## src/sv/swmc_pkg.sv

```systemverilog
// ----------------------------------------------------------------------------
// swmc_pkg: shared types and constants of the sliding window median cost block
// Sizes of the sample store and sorted chain, derived widths, control words.
// ----------------------------------------------------------------------------
`default_nettype none

package swmc_pkg;

	localparam int WINDOW_MAX  = 64;
	localparam int SAMPLE_BITS = 32;
	localparam int CFG_W       = 7;
	localparam int COST_W      = 38;

	localparam int SLOT_W = $clog2(WINDOW_MAX);
	localparam int CNT_W  = $clog2(WINDOW_MAX + 1);
	localparam int SUM_W  = SAMPLE_BITS + SLOT_W;
	localparam int ACC_W  = SUM_W + 2;

	typedef logic signed [SAMPLE_BITS-1:0] sample_t;

	typedef struct packed {
		logic             shift;
		logic             rotate;
		logic [CNT_W-1:0] k;
	} hist_ctrl_t;

	typedef struct packed {
		logic clear;
		logic insert;
		logic drain;
	} sort_ctrl_t;

endpackage

`default_nettype wire

```

## src/sv/swmc_sort_cell.sv

```systemverilog
// ----------------------------------------------------------------------------
// swmc_sort_cell: one cell of the sorted insertion chain
// Takes a broadcast value in order, pushes larger entries right, drains left.
// ----------------------------------------------------------------------------
`default_nettype none

module swmc_sort_cell (
	input  wire                        clk,
	input  wire                        arst_n,
	input  wire swmc_pkg::sort_ctrl_t  ctrl,
	input  wire swmc_pkg::sample_t     x,
	input  wire swmc_pkg::sample_t     prev_v,
	input  wire                        prev_full,
	input  wire                        prev_gt,
	input  wire swmc_pkg::sample_t     next_v,
	input  wire                        next_full,
	output swmc_pkg::sample_t          v,
	output logic                       full,
	output logic                       gt
);

	swmc_pkg::sample_t v_q;
	logic              full_q;

	assign v    = v_q;
	assign full = full_q;
	assign gt   = !full_q || (x < v_q);

	always_ff @(posedge clk or negedge arst_n) begin
		if (!arst_n) begin
			full_q <= 1'b0;
		end else if (ctrl.clear) begin
			full_q <= 1'b0;
		end else if (ctrl.insert) begin
			if (gt && prev_gt) begin
				full_q <= prev_full;
			end else if (gt) begin
				full_q <= 1'b1;
			end
		end else if (ctrl.drain) begin
			full_q <= next_full;
		end
	end

	always_ff @(posedge clk) begin
		if (ctrl.insert) begin
			if (gt && prev_gt) begin
				v_q <= prev_v;
			end else if (gt) begin
				v_q <= x;
			end
		end else if (ctrl.drain) begin
			v_q <= next_v;
		end
	end

endmodule

`default_nettype wire

```

## config.mk

```make
export PLATFORM = sky130hd
export DESIGN_NAME = swmc_sort_cell
export DESIGN_NICKNAME = d
export VERILOG_FILES = /design/src/sv/swmc_pkg.sv /design/src/sv/swmc_sort_cell.sv
export SDC_FILE = /design/constraint.sdc
export NUM_CORES = 1
export LEC_CHECK = 0
export BUFFER_PORTS_ARGS = -buffer_cell sky130_fd_sc_hd__buf_2
export CORE_ASPECT_RATIO = 0.5
export CORE_MARGIN = 2
export CORE_UTILIZATION = 30
export DETAILED_ROUTE_END_ITERATION = 10
export GPL_TIMING_DRIVEN = 1
export PLACE_DENSITY = 0.56
export SYNTH_ARGS = -nofsm -noshare
export SYNTH_HDL_FRONTEND = slang
export SYNTH_SLANG_ARGS = --single-unit
```

## constraint.sdc

```tcl
create_clock -name clk -period 7 [get_ports clk]
set_input_delay 1.4 -clock clk [delete_from_list [all_inputs] [get_ports clk]]
set_output_delay 1.4 -clock clk [all_outputs]
set_load 0.01 [all_outputs]
```

==> metrics.cfg <==
[status]
status = finished, final reports clean

[layout]
diodes = 0
fin_area_sq_mm = 0.00349
syn_to_final_growth_pct = 37.2
drive_gt1_frac = 0.372
final_common_cell = buf_2
register_area_sq_um = 986
final_util = 0.430
fill_cells = 851
multi_input_area_sq_mm = 0.00137
mostFrequentLayoutCells = buf_2, a21oi_1, nor2_1
nNetsFinal = 535

[global_route]
grt_pass1_wl_um = 10800
grt_usage = 0.148
grt-ovfl-total = 0
antenna_found_initial = 0
first_global_vias = 2335
grt_max_degree = 69

[cts]
clk_pin_slew_worst_paths_ns = 0.06
cts_resized = 0
cts.sinks = 33
worstSkewPairLatency_ns = 0.28
cts_root_buf = clkbuf_16
numCtsBuffers = 5
hold_buffers = 0
cts_tree = done
htree_levels = 2
postCtsSetupBuffers = 0
cts_buffer_depth = 2

[critical_path]
critical_path.max_fanout = 5
startpoint_type = input pin
rrSetupSlack_ns = 3.33
cp.required_ns = 5.60
cp-end-kind = output port
r2r_cells = 10
cp_data_arrival_time_ns = 3.58
worstSetupPathType = in -> out

[sta]
period_needed_ns = 4.98
finalClockSkew_ns = 0.00705
finalWorstSetupSlack_ns = 2.02
hold_viol_final = 0
min_period_over_period = 0.711
rsz0062_at_grt = no
maxSlewHeadroom = 0.277
finalMaxSlewViolations = 0
tightest_slew_ns = 1.08
setup_viol = 0
finalSetupTns_ns = 0
fmax_mhz = 201

[place]
placed_cell_area_sq_mm = 0.00334
place_ws_ns = 2.01
io_buffer_count = 137
hpwl_um = 5250
routabilityCongestion = 0.757

[logic_synthesis]
mappedNetlistArea_sq_mm = 0.00254
synth_cells = 264
syn_nets = 399
syn_avg_cell_area_sq_um = 9.62
yosys_warnings = 0
synth_seq_cells = 33
synth_seq_area_share = 0.388
synth_cell_type_count = 36

[route]
drt_pass1_iterations = 4
routedWlPerCell_um = 12.9
drc = 0
vias = 2324
drt_iter0_drc = 80
viasPerCell = 4.53
postRouteAntennaNets = 0
routed_wl_um = 6610

[die]
die_x_um = 134
dieHeight_um = 69.1
die_area_sq_mm = 0.00926
top_level_ports = 138
core_area_sq_mm = 0.00812
start_util = 0.313
rows = 23

[power]
power_density_mw_per_mm2 = 199
ir_drop_uv = 79.3
p_leak_nw = 1.80

[worst_hold_path]
whs_path_depth = 1
holdCritPathClass = reg -> reg

[job]
drv_cap = 0

[metal layers]
layer | part of all wire | GRT usage
met1 | 0.46 | 0.185
met2 | 0.48 | 0.255
met3 | 0.043 | 0.0368
met4 | 0.0094 | 0.0386
met5 | 0 | 0
[through the flow]
step	cells	hold slack, ns	power [mW]
after floorplan	264	0.862	0.393
after global placement	505	0.861	0.474
after detailed placement	505	0.859	0.476
after CTS	513	0.871	0.704
after global routing	513	0.871	0.742
final	513	0.862	0.693
[final timing paths]
path                            startpoint  endpoint
worst min register to register        full     v[23]
worst min-delay path                  full     v[23]
max in group asynchronous           arst_n      full
worst max-delay path                 x[31]        gt
worst max register to register       v[31]      v[6]
min in group asynchronous           arst_n      full
[layout make-up]
class / count / area share
clock buffer: 8 / 0.0420
inverter: 35 / 0.0377
multi-input combinational: 185 / 0.394
sequential: 33 / 0.283
tap: 112 / 0.0402
timing repair buffer: 140 / 0.203
[flip-flops by register name, indices dropped and copies added, names as in the netlist]
register and flops:
v 32, full 1
[synthesized netlist by cell type]
| cell | instances | share of area |
|---|---|---|
| a21boi_1 | 1 | 0.0030 |
| nor4_1 | 1 | 0.0025 |
| and3_1 | 1 | 0.0025 |
| a221o_1 | 1 | 0.0039 |
| nand2b_1 | 1 | 0.0025 |
| buf_6 | 3 | 0.013 |
| a22oi_1 | 1 | 0.0030 |
| a21oi_1 | 42 | 0.083 |
| inv_1 | 35 | 0.052 |
| clkbuf_1 | 8 | 0.012 |
| nor3_1 | 1 | 0.0020 |
| a22o_1 | 1 | 0.0034 |
| a2111oi_4 | 1 | 0.011 |
| nand3_1 | 1 | 0.0020 |
| and4_1 | 1 | 0.0034 |
| edfxtp_1 | 32 | 0.38 |
| and4b_1 | 1 | 0.0039 |
| a21o_1 | 2 | 0.0059 |
| a2111oi_2 | 1 | 0.0059 |
| dfrtp_1 | 1 | 0.0099 |
| o21a_1 | 1 | 0.0030 |
| mux2i_1 | 32 | 0.13 |
| a221oi_1 | 1 | 0.0034 |
| and2_1 | 1 | 0.0025 |
| nor2_1 | 37 | 0.055 |
| a2bb2oi_1 | 1 | 0.0034 |
| o311ai_1 | 1 | 0.0034 |
| ha_1 | 31 | 0.15 |
| nand4_1 | 5 | 0.012 |
| a31oi_1 | 1 | 0.0025 |
| nor2b_1 | 1 | 0.0025 |
| o21ai_0 | 4 | 0.0079 |
| a311oi_1 | 1 | 0.0034 |
| a211oi_1 | 1 | 0.0030 |
| nand2_1 | 9 | 0.013 |
| xor2_1 | 1 | 0.0034 |
[where the power goes]
part | leakage (nW) | internal (mW) | switching [mW] | total, mW
combinational | 1.40 | 0.0960 | 0.113 | 0.209
clock | 0.0712 | 0.142 | 0.0825 | 0.224
sequential | 0.329 | 0.249 | 0.0116 | 0.260
total | 1.80 | 0.487 | 0.207 | 0.693
[cells by family after synthesis]
family,count (synthesis),synth area share
buffers and inverters,46,0.0768
DFF,33,0.388
adders and majority gates,31,0.153
muxes,32,0.126
AOI/OAI and AO/OA,61,0.149
and+or+nand+nor,60,0.104
xor gates and xnor gates,1,0.00345
[critical path: stages]
cell     delay [ns]
buf_2          0.12
ha_1           0.36
nand4_1        0.20
nor4_1         0.52
and3_1         0.22
a22o_1         0.18
nor2_1         0.07
xor2_1         0.27
nand2_1        0.09
buf_2          0.15
Note: power is estimated with default switching activity, not from simulation.
