`src/sv/swmc_pkg.sv`:
```
// ----------------------------------------------------------------------------
// swmc_pkg: shared types and constants of the sliding window median cost block
// Sizes of the sample store and sorted chain, derived widths, control words.
// ----------------------------------------------------------------------------
`default_nettype none

package swmc_pkg;

	localparam int WINDOW_MAX  = 64;
	localparam int SAMPLE_BITS = 32;
	localparam int CFG_W       = 7;
	localparam int COST_W      = 38;

	localparam int SLOT_W = $clog2(WINDOW_MAX);
	localparam int CNT_W  = $clog2(WINDOW_MAX + 1);
	localparam int SUM_W  = SAMPLE_BITS + SLOT_W;
	localparam int ACC_W  = SUM_W + 2;

	typedef logic signed [SAMPLE_BITS-1:0] sample_t;

	typedef struct packed {
		logic             shift;
		logic             rotate;
		logic [CNT_W-1:0] k;
	} hist_ctrl_t;

	typedef struct packed {
		logic clear;
		logic insert;
		logic drain;
	} sort_ctrl_t;

endpackage

`default_nettype wire

```
`src/sv/swmc_hist_cell.sv`:
```
// ----------------------------------------------------------------------------
// swmc_hist_cell: one cell of the recent sample chain
// Shifts in the newer sample on arrival and rotates within the window on feed.
// ----------------------------------------------------------------------------
`default_nettype none

module swmc_hist_cell (
	input  wire                         clk,
	input  wire swmc_pkg::hist_ctrl_t   ctrl,
	input  wire [swmc_pkg::SLOT_W-1:0]  idx,
	input  wire swmc_pkg::sample_t      left_v,
	input  wire swmc_pkg::sample_t      right_v,
	input  wire swmc_pkg::sample_t      head_v,
	output swmc_pkg::sample_t           v
);

	swmc_pkg::sample_t             v_q;
	logic [swmc_pkg::CNT_W-1:0]    pos;
	logic [swmc_pkg::CNT_W-1:0]    last;

	assign pos  = swmc_pkg::CNT_W'(idx);
	assign last = ctrl.k - swmc_pkg::CNT_W'(1);
	assign v    = v_q;

	always_ff @(posedge clk) begin
		if (ctrl.shift) begin
			v_q <= left_v;
		end else if (ctrl.rotate) begin
			if (pos < last) begin
				v_q <= right_v;
			end else if (pos == last) begin
				v_q <= head_v;
			end
		end
	end

endmodule

`default_nettype wire

```
`config.mk`:
```
export PLATFORM = sky130hd
export DESIGN_NAME = swmc_hist_cell
export DESIGN_NICKNAME = d
export VERILOG_FILES = /design/src/sv/swmc_pkg.sv /design/src/sv/swmc_hist_cell.sv
export SDC_FILE = /design/constraint.sdc
export NUM_CORES = 1
export LEC_CHECK = 0
export BUFFER_PORTS_ARGS = -buffer_cell sky130_fd_sc_hd__buf_2
export CELL_PAD_IN_SITES_DETAIL_PLACEMENT = 0
export CELL_PAD_IN_SITES_GLOBAL_PLACEMENT = 1
export CORE_MARGIN = 3
export CORE_UTILIZATION = 31
export DETAILED_ROUTE_END_ITERATION = 8
export GPL_ROUTABILITY_DRIVEN = 0
export PLACE_DENSITY_LB_ADDON = 0.1
export SLEW_MARGIN = 25
export SYNTH_ARGS = -nofsm -noshare
export SYNTH_HDL_FRONTEND = slang
export SYNTH_SLANG_ARGS = --single-unit
```
`constraint.sdc`:
```
create_clock -name clk -period 9.3 [get_ports clk]
set_clock_uncertainty 0.05 [all_clocks]
set_input_delay 1.395 -clock clk [delete_from_list [all_inputs] [get_ports clk]]
set_output_delay 1.395 -clock clk [all_outputs]
set_load 0.05 [all_outputs]
```
==> impl_metrics.tcl, run 1 <==
set metrics [dict create \
    antenna_cells 0 \
    synthTopCellsByArea "edfxtp_1, a21oi_1, nor2b_1" \
    syn-num-nets 322 \
    synth_area_leader_cell "edfxtp_1" \
    die_area_um2 7454 \
    cp_slowest_stage_delay_ps 520 \
    required_ps 9240 \
    rsz0062_at_grt "false" \
    drtPass1Iterations 4 \
    setup_violations 0 \
    initial_core_util 0.3282 \
    wire_per_inst_um 12.85 \
    crit_path_max_fanout 33 \
    status "finished clean" \
    post_cts_buffers 0 \
    worst_pin_slew_ps 746.0 \
    io_pins 144 \
    cp.depth 12 \
    synth_edf_count 32 \
    yosysWarnings 0 \
    portBuffers 143 \
    synth-seq-cells 32 \
    arrival_ps 4100 \
    cts-root-buf "clkbuf_8" \
    drt_iter0_drc 81 \
    die_w_um 86.34 \
    endpoint_kind "register" \
    hold-path-cell-count 3 \
    core_um2 6096 \
    netlist_instances 203 \
    tritoncts "yes" \
    ir_drop_mv 0.08316 \
    clk_pin_slew_ps 70 \
    utilization 0.4665 \
    rows 28 \
    cts_buffers 5 \
    critical_path_buf_inv_count 3 \
    critPathMostFrequentCell "ha_1" \
    fin_nets 461 \
    cts_resized 0 \
    fp.dieH_um 86.34 \
    clock.fmax_mhz 240.4 \
    ys.flop_type "edfxtp_1" \
    cp_top_family "compound AO/OA/AOI/OAI gates" \
    seq_area_frac_synth 0.4803 \
    setup_tns_ps 0 \
    cp-start-kind "input pin" \
    grt_usage 0.1407 \
    clock_path_buffers 2 \
    syn_area_per_cell_um2 9.856 \
    async_reset_ff_frac 0 \
    synth.top_cell.area_share 0.4803 \
    grt_pass1_wl_mm 8.362 \
    areaGrowthSynthToFinish_pct 42.15 \
    htree_levels 2 \
    cts_hold_buf 0 \
    grt_max_degree 66 \
    wirelength_mm 5.370 \
    viasPerCell 4.593 \
    synthTopCellsByCount "a21oi_1, edfxtp_1, nand2_1, nor2b_1, a21oi_2" \
    cts.sinks 32 \
    hold_path.class "in2reg" \
    finalCritPeriodShare 0.4473 \
    worst_slew_margin_rel 0.5012 \
    crit_chain "buf_2 > inv_1 > ha_1 > or3b_4 > xor2_1 > ha_1 > nand3_1 > a21oi_1 > o211a_4 > o21ai_0 > a21o_1 > buf_4" \
    grt_overflow 0 \
    drv_cap 0 \
    crit_type "in2reg" \
    power_density_nw_per_um2 175.4 \
    cp_slowest_cell "o211a_4" \
    p_leak_nw 1.344 \
    antenna_found_initial 0 \
    synth_cell_types 24 \
    hold_violations 0 \
    drive_above_1_share 0.4898 \
    drv_slew 0 \
    route.detailed.drc 0 \
    ant_nets 0 \
    vias 1920 \
    grt_pass1_vias 1792 \
    synthMostInstantiatedCell "a21oi_1" \
    min_period_ps 4160 \
    synth_area_um2 2001 \
    largest_register_ffs 32 \
]
## power breakdown
group,switching (mW),leakage [nW],internal (mW)
Sequential,0.00484,0.321,0.185
Clock,0.0519,0.0541,0.0792
Combinational,0.126,0.968,0.0518
## routing by layer
metal | vias up | global-route usage | routed length [um]
li1 | 994 | - | -
met1 | 837 | 0.1826 | 2296
met2 | 84 | 0.2274 | 2498
met3 | 5 | 0.04087 | 527
met4 | 0 | 0.04249 | 47
met5 | - | 0 | 0
## cells by family (layout without fill, tap and decap cells)
family	Yosys count	after routing	share of synthesized area
adder cells (fa/ha/maj)	7	7	0.04378
XOR/XNOR	4	4	0.01751
AND/OR/NAND/NOR	71	71	0.1864
buffers and inverters	16	156	0.05315
AO/OA/AOI/OAI	73	73	0.2189
flip-flops	32	32	0.4803
## worst paths after layout
check,startpoint,to
max,ctrl[0],v[18]
min,left_v[4],v[4]
## through the flow
stage	hold slack [ps]	worst slack, ps	instances	instance area (um2)	power, mW
final	1381	5140	418	2844	0.4988
after global routing	1396	4874	418	2844	0.5263
after CTS	1373	5105	418	2841	0.5060
after detailed placement	1670	4813	410	2730	0.3739
after global placement	1664	4895	410	2730	0.3744
after floorplan	1574	5011	203	2001	0.3229
## placed cells by master (no fill, tap or decap)
cell,count
xor2_1,1
or4_4,1
o21ai_0,1
edfxtp_1,32
bufinv_16,1
nor3_1,1
nand3_1,2
buf_2,142
nand3b_1,1
o31ai_2,1
nand2_1,32
a21o_1,3
clkinvlp_4,1
nor2b_1,32
or3b_4,1
o211ai_2,1
o211a_4,1
a21oi_2,10
buf_4,3
xnor2_1,3
clkinv_2,1
a21oi_1,56
inv_1,3
clkbuf_8,5
ha_1,7
nor3b_1,1
## layout make-up
type | count | area, um2
fillers | 628 | 3252
well taps | 75 | 93.84
clock inverters | 3 | 42.54
flip-flops and latches | 32 | 960.9
clock buffers | 5 | 68.82
inverters | 3 | 11.26
multi-input cells | 155 | 933.4
repair buffers | 145 | 733.2
No activity file was read; power rests on OpenSTA's default activity.
==> run 2, diff against run 1 <==
CORE_UTILIZATION = 28   (was 31)
clock period = 4.29 ns   (was 9.3 ns; I/O delays follow)
==> impl_metrics.tcl, run 2 (synthesis gave the netlist of run 1 again) <==
set metrics [dict create \
    route.detailed.drc 0 \
    ir_drop_mv 0.1496 \
    antenna_cells 0 \
    cp-start-kind "input pin" \
    drv_cap 0 \
    seq_area_um2 960.9 \
    cp_slowest_cell "o211a_4" \
    post_cts_buffers 0 \
    crit_path_max_fanout 33 \
    cp.depth 12 \
    drtPass1Iterations 5 \
    ant_nets 0 \
    io_pins 144 \
    wire_per_inst_um 12.64 \
    min_period_ps 3414 \
    dpl.hpwl_mm 4.356 \
    hold_violations 0 \
    grt_overflow 0 \
    areaGrowthSynthToFinish_pct 42.65 \
    pre_cts_ws_ps 546.6 \
    required_ps 4230 \
    drt_iter0_drc 35 \
    setup_tns_ps 0 \
    cts_hold_buf 0 \
    grt_pass1_vias 1896 \
    rsz0062_at_grt "false" \
    cp-startpoint "ctrl[0]" \
    endpoint "v[29]" \
    arrival_ps 3350 \
    initial_core_util 0.2913 \
    p_leak_nw 1.339 \
    core_um2 6869 \
    finalCritPeriodShare 0.7957 \
    critical_path_buf_inv_count 3 \
    endpoint_kind "register" \
    cp_slowest_stage_delay_ps 530 \
    die_area_um2 8196 \
    portBuffers 143 \
    setup_violations 0 \
    die_w_um 90.53 \
    fp.dieH_um 90.53 \
    cts_buffers 5 \
    crit_chain "buf_2 > inv_1 > ha_1 > or3b_4 > xor2_1 > ha_1 > nand3_1 > a21oi_1 > o211a_4 > o21ai_0 > a21o_1 > buf_4" \
    vias 1945 \
    htree_levels 2 \
    hold_path.class "in2reg" \
    cts.sinks 32 \
    multi_input_area_um2 933.4 \
    cts_resized 0 \
    worst_pin_slew_ps 538.5 \
    drv_slew 0 \
    antenna_found_initial 0 \
    grt_pass1_wl_mm 9.211 \
    cp_top_family "compound AO/OA/AOI/OAI gates" \
    final_cell_mix "buf_2, a21oi_1, nand2_1, nor2b_1, edfxtp_1" \
    clk_pin_slew_ps 60 \
    viasPerCell 4.431 \
    drive_above_1_share 0.4869 \
    fin_nets 462 \
    power_density_nw_per_um2 353.6 \
    critPathMostFrequentCell "ha_1" \
    wirelength_mm 5.548 \
    worst_slew_margin_rel 0.6410 \
    fin_cells 439 \
    cts-root-buf "clkbuf_8" \
    tritoncts "yes" \
    clock.fmax_mhz 292.9 \
    status "finished clean" \
    dp.cells 432 \
    largest_register_ffs 32 \
    clock_path_buffers 2 \
    rows 30 \
    crit_type "in2reg" \
    grt_max_degree 36 \
    grt_usage 0.1408 \
    final_common_cell "buf_2" \
    n_fill_cell 727 \
    worst_slack_ps 876.4 \
]
[run 2: changes by cell type in the layout (fill, tap and decap cells not counted)]
cell	change
buf_4	-1
clkbuf_1	+1
buf_2	+1
buf_12	+1
bufinv_16	-1
clkinvlp_4	-1
[run 2: per-stage QoR]
step | area [um2] | total power [mW] | util | hold slack [ps]
after floorplan | 2001 | 0.7000 | - | 822.6
final | 2854 | 1.009 | 0.4155 | 640.6
after CTS | 2854 | 1.027 | 0.4155 | 635.9
after global routing | 2854 | 1.074 | 0.4155 | 649.0
after global placement | 2756 | 0.8143 | 0.4013 | 916.1
after detailed placement | 2776 | 0.8158 | 0.4042 | 926.7
[run 2: how the worst min path moves through the flow]
stage	depth (start not counted)	start	slack, ps	end
2_1_floorplan	2	left_v[0]	820	v[0]
6_report	3	left_v[19]	640	v[19]
5_1_grt	3	left_v[25]	650	v[25]
4_1_cts	3	left_v[19]	640	v[19]
3_5_place_dp	3	left_v[23]	930	v[23]
3_3_place_gp	3	left_v[17]	920	v[17]
[run 2: where the power goes]
part / internal [mW] / switching (mW)
logic: 0.114 / 0.277
clock network: 0.110 / 0.0960
registers: 0.401 / 0.0111
[run 2: layout make-up]
type,instances,share of cell area
repair buffers,146,0.2630
multi-input cells,155,0.3270
flip-flops and latches,32,0.3367
clock inverters,1,0.001754
well taps,96,0.04209
inverters,3,0.003946
clock buffers,6,0.02543
[run 2: layer usage]
metal  up-vias  routed length, um  GRT usage  part of all wire
met4         0                 63    0.04209             0.011
met2        86               2565     0.2310              0.46
li1        995                  -          -                 -
met1       859               2374     0.1702              0.43
met5         -                  0          0                 0
met3         5                544    0.05500             0.098
